--- config.mk ---
export PLATFORM = sky130hd
export DESIGN_NAME = ppm_term
export DESIGN_NICKNAME = d
export VERILOG_FILES = /design/src/ppm_pkg.sv /design/src/ppm_term.sv
export SDC_FILE = /design/constraint.sdc
export NUM_CORES = 2
export LEC_CHECK = 0
export ABC_AREA = 1
export ABC_CLOCK_PERIOD_IN_PS = 10700
export BUFFER_PORTS_ARGS = -buffer_cell sky130_fd_sc_hd__buf_2
export CAP_MARGIN = 0
export CORE_MARGIN = 4
export CORE_UTILIZATION = 33
export DETAILED_ROUTE_END_ITERATION = 7
export PLACE_DENSITY = 0.59
export SETUP_SLACK_MARGIN = 0.4
export SYNTH_ARGS = -nofsm -noshare
export SYNTH_HDL_FRONTEND = slang
export SYNTH_SLANG_ARGS = --single-unit
--- constraint.sdc ---
create_clock -name vclk -period 10.7
set_input_delay 0.535 -clock vclk [all_inputs]
set_output_delay 0.535 -clock vclk [all_outputs]
set_load 0.1 [all_outputs]
--- src/ppm_pkg.sv ---
`timescale 1ns / 1ps
// ----------------------------------------------------------------------------
// ppm_pkg: shared types and constants for the posture PID mixer
// Field widths, register codes, reset values and the fixed position offsets.
// ----------------------------------------------------------------------------
package ppm_pkg;

    // Field and register widths
    localparam int ATT_W      = 13;
    localparam int POS_IN_W   = 16;
    localparam int X_W        = 17;
    localparam int D_W        = 18;
    localparam int GAIN_W     = 24;
    localparam int TICK_W     = 16;
    localparam int LIM_W      = 10;
    localparam int VEL_W      = 11;
    localparam int CFG_IDX_W  = 4;
    localparam int CFG_DATA_W = 24;
    localparam int NTERMS     = 6;
    localparam int NPOS       = 4;

    // Parameter defaults
    localparam int SUM_BITS_DEF       = 32;
    localparam int GAIN_FRAC_BITS_DEF = 16;

    // Configuration register indexes
    typedef enum logic [CFG_IDX_W-1:0] {
        CFG_ATT_KP     = 4'd0,
        CFG_ATT_KI     = 4'd1,
        CFG_ATT_KD     = 4'd2,
        CFG_POS_KP     = 4'd3,
        CFG_POS_KI     = 4'd4,
        CFG_POS_KD     = 4'd5,
        CFG_HOLD_TICKS = 4'd6,
        CFG_VEL_LIMIT  = 4'd7
    } t_cfg_idx;

    // Register reset values
    localparam logic [GAIN_W-1:0] ATT_KP_RST     = 24'd1966080;
    localparam logic [GAIN_W-1:0] ATT_KI_RST     = 24'd6554;
    localparam logic [GAIN_W-1:0] ATT_KD_RST     = 24'd65536;
    localparam logic [GAIN_W-1:0] POS_KP_RST     = 24'd32768;
    localparam logic [GAIN_W-1:0] POS_KI_RST     = 24'd0;
    localparam logic [GAIN_W-1:0] POS_KD_RST     = 24'd655;
    localparam logic [TICK_W-1:0] HOLD_TICKS_RST = 16'd500;
    localparam logic [LIM_W-1:0]  VEL_LIMIT_RST  = 10'd200;

    // Mounting offsets added to the raw actuator positions
    typedef logic signed [X_W-1:0] t_pos;
    localparam t_pos POS_OFFSET [NPOS] = '{-17'sd4910, 17'sd200, 17'sd200, -17'sd200};

    localparam logic [TICK_W-1:0] TICK_MAX = '1;

endpackage

--- src/ppm_term.sv ---
`timescale 1ns / 1ps
// ----------------------------------------------------------------------------
// ppm_term: one PID term
// Forms kp*x + kd*d + ki*s exactly, at the fractional scale of the gains.
// ----------------------------------------------------------------------------
module ppm_term
    import ppm_pkg::*;
#(
    parameter int SUM_BITS = SUM_BITS_DEF
) (
    input  logic [GAIN_W-1:0]                 i_kp,
    input  logic [GAIN_W-1:0]                 i_ki,
    input  logic [GAIN_W-1:0]                 i_kd,
    input  logic signed [X_W-1:0]             i_x,
    input  logic signed [D_W-1:0]             i_d,
    input  logic signed [SUM_BITS-1:0]        i_s,
    output logic signed [SUM_BITS+GAIN_W+2:0] o_term
);

    localparam int TERM_W = SUM_BITS + GAIN_W + 3;

    logic signed [GAIN_W:0]          kp_s;
    logic signed [GAIN_W:0]          ki_s;
    logic signed [GAIN_W:0]          kd_s;
    logic signed [GAIN_W+X_W:0]      p_p;
    logic signed [GAIN_W+D_W:0]      p_d;
    logic signed [GAIN_W+SUM_BITS:0] p_i;

    // Gains are unsigned: widen with a zero sign bit
    assign kp_s = {1'b0, i_kp};
    assign ki_s = {1'b0, i_ki};
    assign kd_s = {1'b0, i_kd};

    // Three independent products, then one three-input add
    assign p_p = kp_s * i_x;
    assign p_d = kd_s * i_d;
    assign p_i = ki_s * i_s;

    assign o_term = TERM_W'(p_p) + TERM_W'(p_d) + TERM_W'(p_i);

endmodule

Word level (Yosys, flattened, before mapping)

Cells that the tools add are included.

Flip-flop bits (word level): 0
Latch bits: 0
Bits in writable memories: 0
Memory bits (read-only): 0
Bits of input ports: 139
Output and inout port bits: 59
Logic and storage cells: 5
Memories: 0

Add/sub/neg operators: 2
Multiply operators: 3
Div/mod/pow operators: 0
Order comparisons: 0
Equality and inequality tests: 0
Shift-type cells: 0
Multiplexer cells: 0
Bitwise gates (word level): 0
Reductions and logical operators: 0

Operators with widths:

| kind             | count |
|---|---|
| $add A44 B57 Y58 | 1 |
| $mul A25 B32 Y57 | 1 |
| $add A42 B43 Y44 | 1 |
| $mul A25 B18 Y43 | 1 |
| $mul A25 B17 Y42 | 1 |

Logic depth before layout (Yosys ltp)

Depth after elaboration: 3
Gate-level depth with buffers: 35
Mapped depth without buffers: 34

Worst setup path before layout

OpenSTA, ideal clock, no wires.

Path type: input to output
Start point: in i_kp[19]
End point: out o_term[31]
Arrival: 8,479 ps
Setup slack: 1,686 ps
Cell stages on the path: 26
Cell sequence: clkbuf_1 clkbuf_1 nand2_1 fa_1 inv_1 fa_1 inv_1 fa_1 inv_1 fa_1 fa_1 inv_1 fa_1 inv_1 fa_1 fa_1 inv_1 fa_1 inv_1 ha_1 nand2_1 nor2_2 inv_2 nor3_1 a21oi_1 xnor2_1

Cells in the longest elaborated chain, start to end: 3

RTL lines:

| what             | line           | text |
|---|---|---|
| from (decl)      | ppm_term.sv:11 | `input logic [GAIN_W-1:0] i_kp,` |
| $mul A25 B17 Y42 | ppm_term.sv:35 | `assign p_p = kp_s * i_x;` |
| $add A42 B43 Y44 | ppm_term.sv:39 | `assign o_term = TERM_W'(p_p) + TERM_W'(p_d) + TERM_W'(p_i);` |
| $add A44 B57 Y58 | ppm_term.sv:39 |  |
| to (decl)        | ppm_term.sv:17 | `output logic signed [SUM_BITS+GAIN_W+2:0] o_term` |

No other way between the ends.

Worst setup path after layout

Start point: in i_ki[1]
End point: out o_term[53]

Cells in the longest elaborated chain, start to end: 2

RTL lines:

| what             | line           | text |
|---|---|---|
| from (decl)      | ppm_term.sv:12 | `input logic [GAIN_W-1:0] i_ki,` |
| $mul A25 B32 Y57 | ppm_term.sv:37 | `assign p_i = ki_s * i_s;` |
| $add A44 B57 Y58 | ppm_term.sv:39 |  |

No other way between the ends.

==> results.json <==
{
  "io_buffers": 198,
  "hpwl_microns": 161000,
  "synthSimpleGateAreaFrac_pct": 15.6,
  "hold_viol_final": 0,
  "drt-vias-per-instance": 4.59,
  "fin_crit_ns": 9.43,
  "final_area_sq_um": 62200,
  "fin_nets": 9600,
  "synth_compound_area_share_pct": 0.452,
  "ant_nets": 0,
  "postCtsSetupRepairBufs": 0,
  "critPathSlowestCell": "fa_1",
  "hold_depth": 5,
  "gp_congestion": 0.952,
  "critPathMaxStageDelay_ns": 0.79,
  "areaGrowthSynthToFinish_pct": 4.95,
  "synth_nets": 9693,
  "cts_resized": 0,
  "grt_overflow": 0,
  "synth_seq_area_share_pct": 0,
  "routed_wl_microns": 185000,
  "ys_types": 31,
  "status": "finished clean",
  "grt_max_degree": 33,
  "drive_gt1_share_pct": 4.20,
  "holdBufCountCts": 0,
  "grt_use_total_pct": 20.4,
  "holdPathEnd": "o_term[0]",
  "rows": 155,
  "grt_pass1_wl_microns": 292000,
  "synth_mux_area_share_pct": 0,
  "die_area_sq_um": 186000,
  "ys_warn_count": 0,
  "slew_violations": 0,
  "fillCellCount": 18800,
  "grt_pass1_vias": 50100,
  "die_h_microns": 432,
  "synthCells": 7496,
  "antenna_found_initial": 35,
  "drt_iter0_drc": 2531,
  "post_drt_wl_per_cell_microns": 18.9,
  "hold_path_startpoint": "i_kp[0]",
  "synth.cell_area_sq_um": 59200,
  "final-setup-viol-count": 0,
  "crit_fanout": 32,
  "synth.avg_cell_area_sq_um": 7.90,
  "required_ns": 10.17,
  "critical_path.startpoint_type": "input pin",
  "synthXorXnorAreaFrac_pct": 0.562,
  "path_class": "input pin to output pin",
  "crit_arrival_ns": 8.89,
  "nClkBuffers": 0,
  "slew_headroom_pct": 15.5,
  "finalSetupTns_ns": 0,
  "drv_cap": 0,
  "end_kind": "output pin",
  "hp-class": "input pin to output pin",
  "yosys.area.top_type_share_pct": 55.5,
  "cpMostUsedCell": "fa_1",
  "die_width_microns": 432,
  "rsz0062_at_grt": "no",
  "boundaryPins": 198,
  "finalCritPeriodShare_pct": 88.1,
  "register_area_sq_um": 0,
  "synth_top_area_cell": "fa_1",
  "worstMarginPinSlew_ns": 1.27,
  "design.core.area_sq_um": 178000,
  "placed_area_sq_um": 62100,
  "firstDrtPassIters": 6,
  "vias": 44900,
  "synth_top_family_by_area": "adder cells",
  "n_sequential_cell": 0,
  "yosys-top-cells-area": "fa_1 55%, inv_1 17%, nand2_1 13%",
  "drc": 0,
  "multi_input_area_sq_um": 47900,
  "max_freq_mhz": 106,
  "synth_fa_ha_area_share_pct": 64.3,
  "initial_core_util_pct": 33.2
}
==> logic make-up (layout without fill, tap and decap cells) <==
family | Yosys count | count (layout)
buffers and inverters | 3011 | 2916
and+or+nand+nor | 2337 | 2337
adders and majority gates | 2058 | 2058
AOI/OAI and AO/OA | 52 | 52
xor gates and xnor gates | 38 | 38
other | 0 | 25
==> metrics by stage <==
step / hold slack [ns] / util, % / std cells / setup slack, ns
global route: 2.22 / 34.8 / 9780 / 0.743
floorplan: 1.69 / - / 7496 / 1.69
detailed placement: 2.20 / 34.8 / 9756 / 1.26
finish: 2.22 / 34.8 / 9781 / 1.27
CTS: 2.21 / 34.8 / 9756 / 1.25
global placement: 2.21 / 34.8 / 9756 / 1.28
==> worst max-delay path: cells and delay by family <==
family / cells / cell delay, ns
adder cells (fa/ha/maj): 10 / 5.22
buffers and inverters: 8 / 1.89
AND/OR/NAND/NOR: 10 / 1.22
==> synth_stat cells (11+ instances only) <==
cell	number
a21oi_1	43
ha_1	417
xor2_1	27
nor2_1	90
nand3_1	58
nand2_2	24
nor2_2	29
inv_1	2701
xnor2_1	11
or2_2	29
clkbuf_1	297
nand2_1	2052
nand4_1	17
fa_1	1641
==> cell usage in the layout, fill, tap and decap left out, types with 6 or more instances in the layout <==
cell type and n:
a21oi_1 43, nand3_2 7, xnor2_1 11, or2_2 29, nor3_1 7, inv_2 6, inv_1 2701, and2_1 6
nand2_2 24, xor2_1 27, nand2_1 2052, buf_4 10, fa_1 1641, nor2_1 90, nor2_2 29, o21ai_0 6
nand3_1 58, ha_1 417, nand4_1 17, buf_2 198, diode_2 25
==> cell type report <==
| class | count | area share (%) |
|---|---|---|
| inverter | 2708 | 16.4 |
| antenna | 25 | 0.101 |
| multi-input combinational | 4485 | 77.1 |
| tap | 2355 | 4.74 |
| timing repair buffer | 208 | 1.71 |
==> how the worst max path moves through the flow <==
stage,to,slack [ns],startpoint,depth (start not counted)
after floorplan,o_term[31],1.69,i_kp[19],26
after global placement,o_term[51],1.28,i_ki[1],28
after detailed placement,o_term[56],1.26,i_ki[1],27
after CTS,o_term[51],1.25,i_ki[1],28
after global routing,o_term[53],0.74,i_ki[1],28
final,o_term[53],1.27,i_ki[1],28
==> per-layer routing <==
| layer | track usage (%) | vias to the layer above | wire [microns] |
|---|---|---|---|
| met2 | 36.2 | 1421 | 91900 |
| met5 | 0 | - | 13 |
| met3 | 1.82 | 403 | 9700 |
| met4 | 10.9 | 2 | 12100 |
| li1 | - | 19900 | - |
| met1 | 24.6 | 23100 | 71100 |
Power is not shown: default switching activity piles up to over one toggle a cycle in this logic, so the estimate is an artifact.
