`src/ppm_pkg.sv`:
```
`timescale 1ns / 1ps
// ----------------------------------------------------------------------------
// ppm_pkg: shared types and constants for the posture PID mixer
// Field widths, register codes, reset values and the fixed position offsets.
// ----------------------------------------------------------------------------
package ppm_pkg;

    // Field and register widths
    localparam int ATT_W      = 13;
    localparam int POS_IN_W   = 16;
    localparam int X_W        = 17;
    localparam int D_W        = 18;
    localparam int GAIN_W     = 24;
    localparam int TICK_W     = 16;
    localparam int LIM_W      = 10;
    localparam int VEL_W      = 11;
    localparam int CFG_IDX_W  = 4;
    localparam int CFG_DATA_W = 24;
    localparam int NTERMS     = 6;
    localparam int NPOS       = 4;

    // Parameter defaults
    localparam int SUM_BITS_DEF       = 32;
    localparam int GAIN_FRAC_BITS_DEF = 16;

    // Configuration register indexes
    typedef enum logic [CFG_IDX_W-1:0] {
        CFG_ATT_KP     = 4'd0,
        CFG_ATT_KI     = 4'd1,
        CFG_ATT_KD     = 4'd2,
        CFG_POS_KP     = 4'd3,
        CFG_POS_KI     = 4'd4,
        CFG_POS_KD     = 4'd5,
        CFG_HOLD_TICKS = 4'd6,
        CFG_VEL_LIMIT  = 4'd7
    } t_cfg_idx;

    // Register reset values
    localparam logic [GAIN_W-1:0] ATT_KP_RST     = 24'd1966080;
    localparam logic [GAIN_W-1:0] ATT_KI_RST     = 24'd6554;
    localparam logic [GAIN_W-1:0] ATT_KD_RST     = 24'd65536;
    localparam logic [GAIN_W-1:0] POS_KP_RST     = 24'd32768;
    localparam logic [GAIN_W-1:0] POS_KI_RST     = 24'd0;
    localparam logic [GAIN_W-1:0] POS_KD_RST     = 24'd655;
    localparam logic [TICK_W-1:0] HOLD_TICKS_RST = 16'd500;
    localparam logic [LIM_W-1:0]  VEL_LIMIT_RST  = 10'd200;

    // Mounting offsets added to the raw actuator positions
    typedef logic signed [X_W-1:0] t_pos;
    localparam t_pos POS_OFFSET [NPOS] = '{-17'sd4910, 17'sd200, 17'sd200, -17'sd200};

    localparam logic [TICK_W-1:0] TICK_MAX = '1;

endpackage

```
`src/ppm_mix.sv`:
```
`timescale 1ns / 1ps
// ----------------------------------------------------------------------------
// ppm_mix: one actuator velocity channel
// Mixes pitch, roll and position terms, floors to whole units and clamps; forces zero while held.
// ----------------------------------------------------------------------------
module ppm_mix
    import ppm_pkg::*;
#(
    parameter int TERM_W    = SUM_BITS_DEF + GAIN_W + 3,
    parameter int FRAC_BITS = GAIN_FRAC_BITS_DEF
) (
    input  logic signed [TERM_W-1:0] i_pitch,
    input  logic signed [TERM_W-1:0] i_roll,
    input  logic signed [TERM_W-1:0] i_pos,
    input  logic                     i_pitch_neg,
    input  logic                     i_roll_neg,
    input  logic [LIM_W-1:0]         i_lim,
    input  logic                     i_hold,
    output logic signed [VEL_W-1:0]  o_vel
);

    localparam int MIX_W = TERM_W + 2;

    logic signed [MIX_W-1:0] pitch_e;
    logic signed [MIX_W-1:0] roll_e;
    logic signed [MIX_W-1:0] total;
    logic signed [MIX_W-1:0] floored;
    logic signed [MIX_W-1:0] lim_p;
    logic signed [MIX_W-1:0] lim_n;
    logic signed [MIX_W-1:0] clamped;

    // Signed mix of the three contributing terms
    assign pitch_e = i_pitch_neg ? -MIX_W'(i_pitch) : MIX_W'(i_pitch);
    assign roll_e  = i_roll_neg  ? -MIX_W'(i_roll)  : MIX_W'(i_roll);
    assign total   = pitch_e + roll_e - MIX_W'(i_pos);

    // Floor to whole units by an arithmetic shift
    assign floored = total >>> FRAC_BITS;

    // Symmetric clamp
    assign lim_p = MIX_W'({1'b0, i_lim});
    assign lim_n = -lim_p;

    always_comb begin
        if (floored > lim_p) begin
            clamped = lim_p;
        end else if (floored < lim_n) begin
            clamped = lim_n;
        end else begin
            clamped = floored;
        end
    end

    // Velocities are forced to zero while the start positions are held
    assign o_vel = i_hold ? '0 : clamped[VEL_W-1:0];

endmodule

```
`config.mk`:
```
export PLATFORM = sky130hd
export DESIGN_NAME = ppm_mix
export DESIGN_NICKNAME = d
export VERILOG_FILES = /design/src/ppm_pkg.sv /design/src/ppm_mix.sv
export SDC_FILE = /design/constraint.sdc
export NUM_CORES = 1
export LEC_CHECK = 0
export BUFFER_PORTS_ARGS = -buffer_cell sky130_fd_sc_hd__buf_2
export CORE_ASPECT_RATIO = 0.6
export CORE_UTILIZATION = 55
export DETAILED_ROUTE_END_ITERATION = 10
export PLACE_DENSITY_LB_ADDON = 0.12
export SETUP_SLACK_MARGIN = 0.4
export SKIP_LAST_GASP = 1
export SLEW_MARGIN = 20
export SYNTH_ARGS = -nofsm -noshare
export SYNTH_HDL_FRONTEND = slang
export SYNTH_SLANG_ARGS = --single-unit
export TNS_END_PERCENT = 100
```
`constraint.sdc`:
```
create_clock -name vclk -period 40.5
set_input_delay 8.1 -clock vclk [all_inputs]
set_output_delay 8.1 -clock vclk [all_outputs]
set_load 0.01 [all_outputs]
```
; ---- Word level (Yosys, flattened, before mapping)
; Index checks and enable logic that the tools add are counted.
[op_classes]
addsub = 5
n_lt_le_gt_ge = 2
mux = 5
[ops]
columns = operator, n
row1 = $mux 61, 2
row2 = $neg 59->61, 2
row3 = $add 61x61->61, 1
row4 = $lt 45x61->1, 1
row5 = $neg 10->61, 1
row6 = $sub 61x59->61, 1
row7 = $gt 45x11->1, 1
row8 = $mux 11, 3
[totals]
ff_bits = 0
in_bits = 190
out_inout_bits = 11
wordCells = 12

; ---- Depth between registers and ports, before layout
[logic_depth]
ltp_word = 8
ltp_mapped = 34
mapped_depth_nobuf = 33

; ---- Least setup slack after synthesis
; OpenSTA, ideal clock, no wires.
[synth_timing]
kind = input to output
from = input port i_roll[18]
to = output port o_vel[10]
arrival_time_ns = 16.192
required_time_ns = 32.400
setup_slack_ns = 16.208
cell_stages = 31
path_buffers = 2
path_cell_list = or4_1 or4b_2 or2_2 or3_1 or3_1 or2_2 o41ai_1 xnor2_1 fa_1 ha_1 clkbuf_1 a21oi_1 o21ai_0 a21o_1 or4_1 o22ai_1 o211ai_1 nor2_1 xnor2_2 ha_1 a21o_1 a21o_1 a21oi_1 o21ai_0 nand2b_1 o21ai_0 a31oi_1 maj3_4 buf_8 nor2_2 a2111oi_1
[synth_between]
elab_chain_cells = 8
elab_cells_between_ends = 9
cone_classes = add/sub (3) / order compare (2) / mux (4)
[synth_lines]
columns = item, line
row1 = start: declaration, ppm_mix.sv:13  ; input logic signed [TERM_W-1:0] i_roll,
row2 = $neg 59->61, ppm_mix.sv:34  ; assign roll_e = i_roll_neg ? -MIX_W'(i_roll) : MIX_W'(i_roll);
row3 = $mux 61 *, ppm_mix.sv:34
row4 = $add 61x61->61 *, ppm_mix.sv:35  ; assign total = pitch_e + roll_e - MIX_W'(i_pos);
row5 = $sub 61x59->61 *, ppm_mix.sv:35
row6 = $lt 45x61->1, ppm_mix.sv:47  ; end else if (floored < lim_n) begin
row7 = $mux 11, ppm_mix.sv:47
row8 = $mux 11 *, ppm_mix.sv:45  ; if (floored > lim_p) begin
row9 = $mux 11 *, ppm_mix.sv:55  ; assign o_vel = i_hold ? '0 : clamped[VEL_W-1:0];
row10 = end: declaration, ppm_mix.sv:19  ; output logic signed [VEL_W-1:0] o_vel
; Every way passes the cells marked *; elsewhere a longest branch is shown, timed or not.

; ---- Worst setup path after layout
[layout_timing]
from = input port i_roll[18]
to = output port o_vel[3]
; The elaborated chain is that of the path after synthesis.

==> metrics.cfg <==
[route]
wire_per_inst_um=18.9
ant_nets=0
drc=0
drtIter0Drc=1376
vias_per_cell=6.36
num_vias=11200
first_pass_iters=6
routed_wirelength_um=33300

[worst_setup_path]
slowest_delay_ns=0.71
cp.arrival_ns=17.24
worstSetupPathType=in2out
cp-start-kind=input port
crit_path_end_kind=output pin
cp_top_family=simple AND/OR/NAND/NOR gates
crit_required_ns=32.40
cp_slowest_cell=or4b_2
worstSetupPathDepth=31
cpMostUsedCell=or2_2
crit_buf_inv=2
critical_path_peak_fanout=17

[timing]
fin_hold_ws_ns=16.57
drv_slew=0
rsz0062_at_grt=no
setup_tns_ns=0
fin_crit_ns=25.34
fmax_mhz=39.5
post-route-period-util_pct=62.6
slew_headroom_pct=19.9
setup_violations=0
worstMarginPinSlew_ns=1.19
hold_viol=0

[logic_synthesis]
synth-xor-area-share_pct=13.3
synth_top_family_by_area=adder cells
synth_mux_area_share_pct=0.922
synthesis.nets=1743
synth-simple-area-share_pct=24.8
netlist_area_um2=9900
synth-adder-area-share_pct=27.6
synth_cell_types=74
synth-warning-count=0
synth_compound_area_share_pct=27.5
syn-mean-instance-area_um2=7.22
postSynthCellCount=1371
seq_area_frac_synth_pct=0

[power]
p_leak_uw=0.00494
worst_ir_drop_vdd_mv=0.0233
power.density_nw_per_um2=41.0

[grt]
grt_pass1_vias=10700
grt_pass1_wl_um=53900
overflow=0
antenna_found_initial=0
grtUsageTotal_pct=35.9
grt_max_degree=63

[outcome]
status=completed

[finish]
seq_cells=0
design_area_um2=11000
seq_area_um2=0
nClkBuffers=0
drive_gt1_share_pct=16.0
nets=1902
area_growth_pct=11.6
diodes=0

[floorplan]
rows=37
boundaryPins=201
fp.dieW_um=175
die_h_um=106
start_util_pct=57.0
dieArea_um2=18600
core_region_area_um2=17400

[cts]
cts_hold_buf=0
cts_resized=0
postCtsSetupBuffers=0

[placement]
dpl_cell_area_um2=11000
post-dp-hpwl_um=28800
gp_congestion=1.01
port_buffers=201

[hold_path]
hp-class=in2out
hold_depth=3

[run]
maxCapViolCount=0

## final cells by class
class,instances,area [um2]
Multi-Input combinational cell,1221,9330
Tap cell,234,293
Inverter,100,375
Timing Repair Buffer,207,1050
Fill cell,1635,6310
## path summary, 6_finish.rpt
check	from	to	slack (ns)
hold / removal	i_lim[5]	o_vel[5]	16.57
setup / recovery	i_roll[18]	o_vel[3]	15.16
## through the flow
step | setup slack (ns) | instances | util [%] | total power, uW
detailed placement | 15.29 | 1762 | 63.6 | 438
global placement | 15.54 | 1762 | 63.6 | 432
global route | 14.54 | 1762 | 63.6 | 501
finish | 15.16 | 1762 | 63.6 | 453
CTS | 15.28 | 1762 | 63.6 | 441
floorplan | 16.21 | 1371 | - | 320
## per-layer routing
layer	GRT usage (%)	vias up	routed length, um
met1	51.3	5130	15100
met4	7.70	0	721
li1	-	5386	-
met2	58.0	626	14100
met5	0	-	0
met3	3.65	56	3420
## report_power, final
part	switching (uW)	total, uW	internal (uW)	leakage, uW
registers	0	0	0	0
clock network	0	0	0	0
logic	281	453	172	0.00494
total	281	453	172	0.00494
## tightest hold or removal path, cell delays in order
cell	delay [ns]
buf_2	0.11
a31o_2	0.14
buf_2	0.11
## synthesized netlist by cell type (all sizes together), types with 23 or more instances
master	number	share of area (%)
o21ai	109	5.5
fa	59	12
or3	27	1.8
a21oi	95	4.8
nand4	23	1.5
nand2	126	4.8
nor3	39	2.0
xor2	37	3.3
nand3	28	1.4
clkbuf	47	1.8
nor2	68	2.6
a21o	36	2.7
ha	123	16
inv	100	3.8
xnor2	113	10
o31ai	36	2.7
or4	36	2.8
## logic make-up after synthesis
logic type / count (synthesis)
simple gates: 463
compound gates: 416
fa+ha+maj: 183
xor+xnor: 150
buf+inv: 150
mux: 9
## placed cells by master, fill, tap and decap left out, types with 18 or more instances in the layout
| cell | netlist | routed |
|---|---|---|
| buf_2 | 1 | 200 |
| nand2_1 | 126 | 126 |
| ha_1 | 123 | 123 |
| xnor2_1 | 112 | 112 |
| o21ai_0 | 108 | 108 |
| inv_1 | 100 | 100 |
| a21oi_1 | 95 | 95 |
| nor2_1 | 67 | 67 |
| fa_1 | 59 | 59 |
| nor3_1 | 39 | 39 |
| xor2_1 | 37 | 37 |
| o31ai_1 | 36 | 36 |
| a21o_1 | 36 | 36 |
| or4_1 | 34 | 34 |
| nand3_1 | 28 | 28 |
| or3_1 | 26 | 26 |
| nand4_1 | 23 | 23 |
| o41ai_1 | 21 | 21 |
| or2_2 | 18 | 18 |
| a211oi_1 | 18 | 18 |
(Power assumes the default switching activity.)
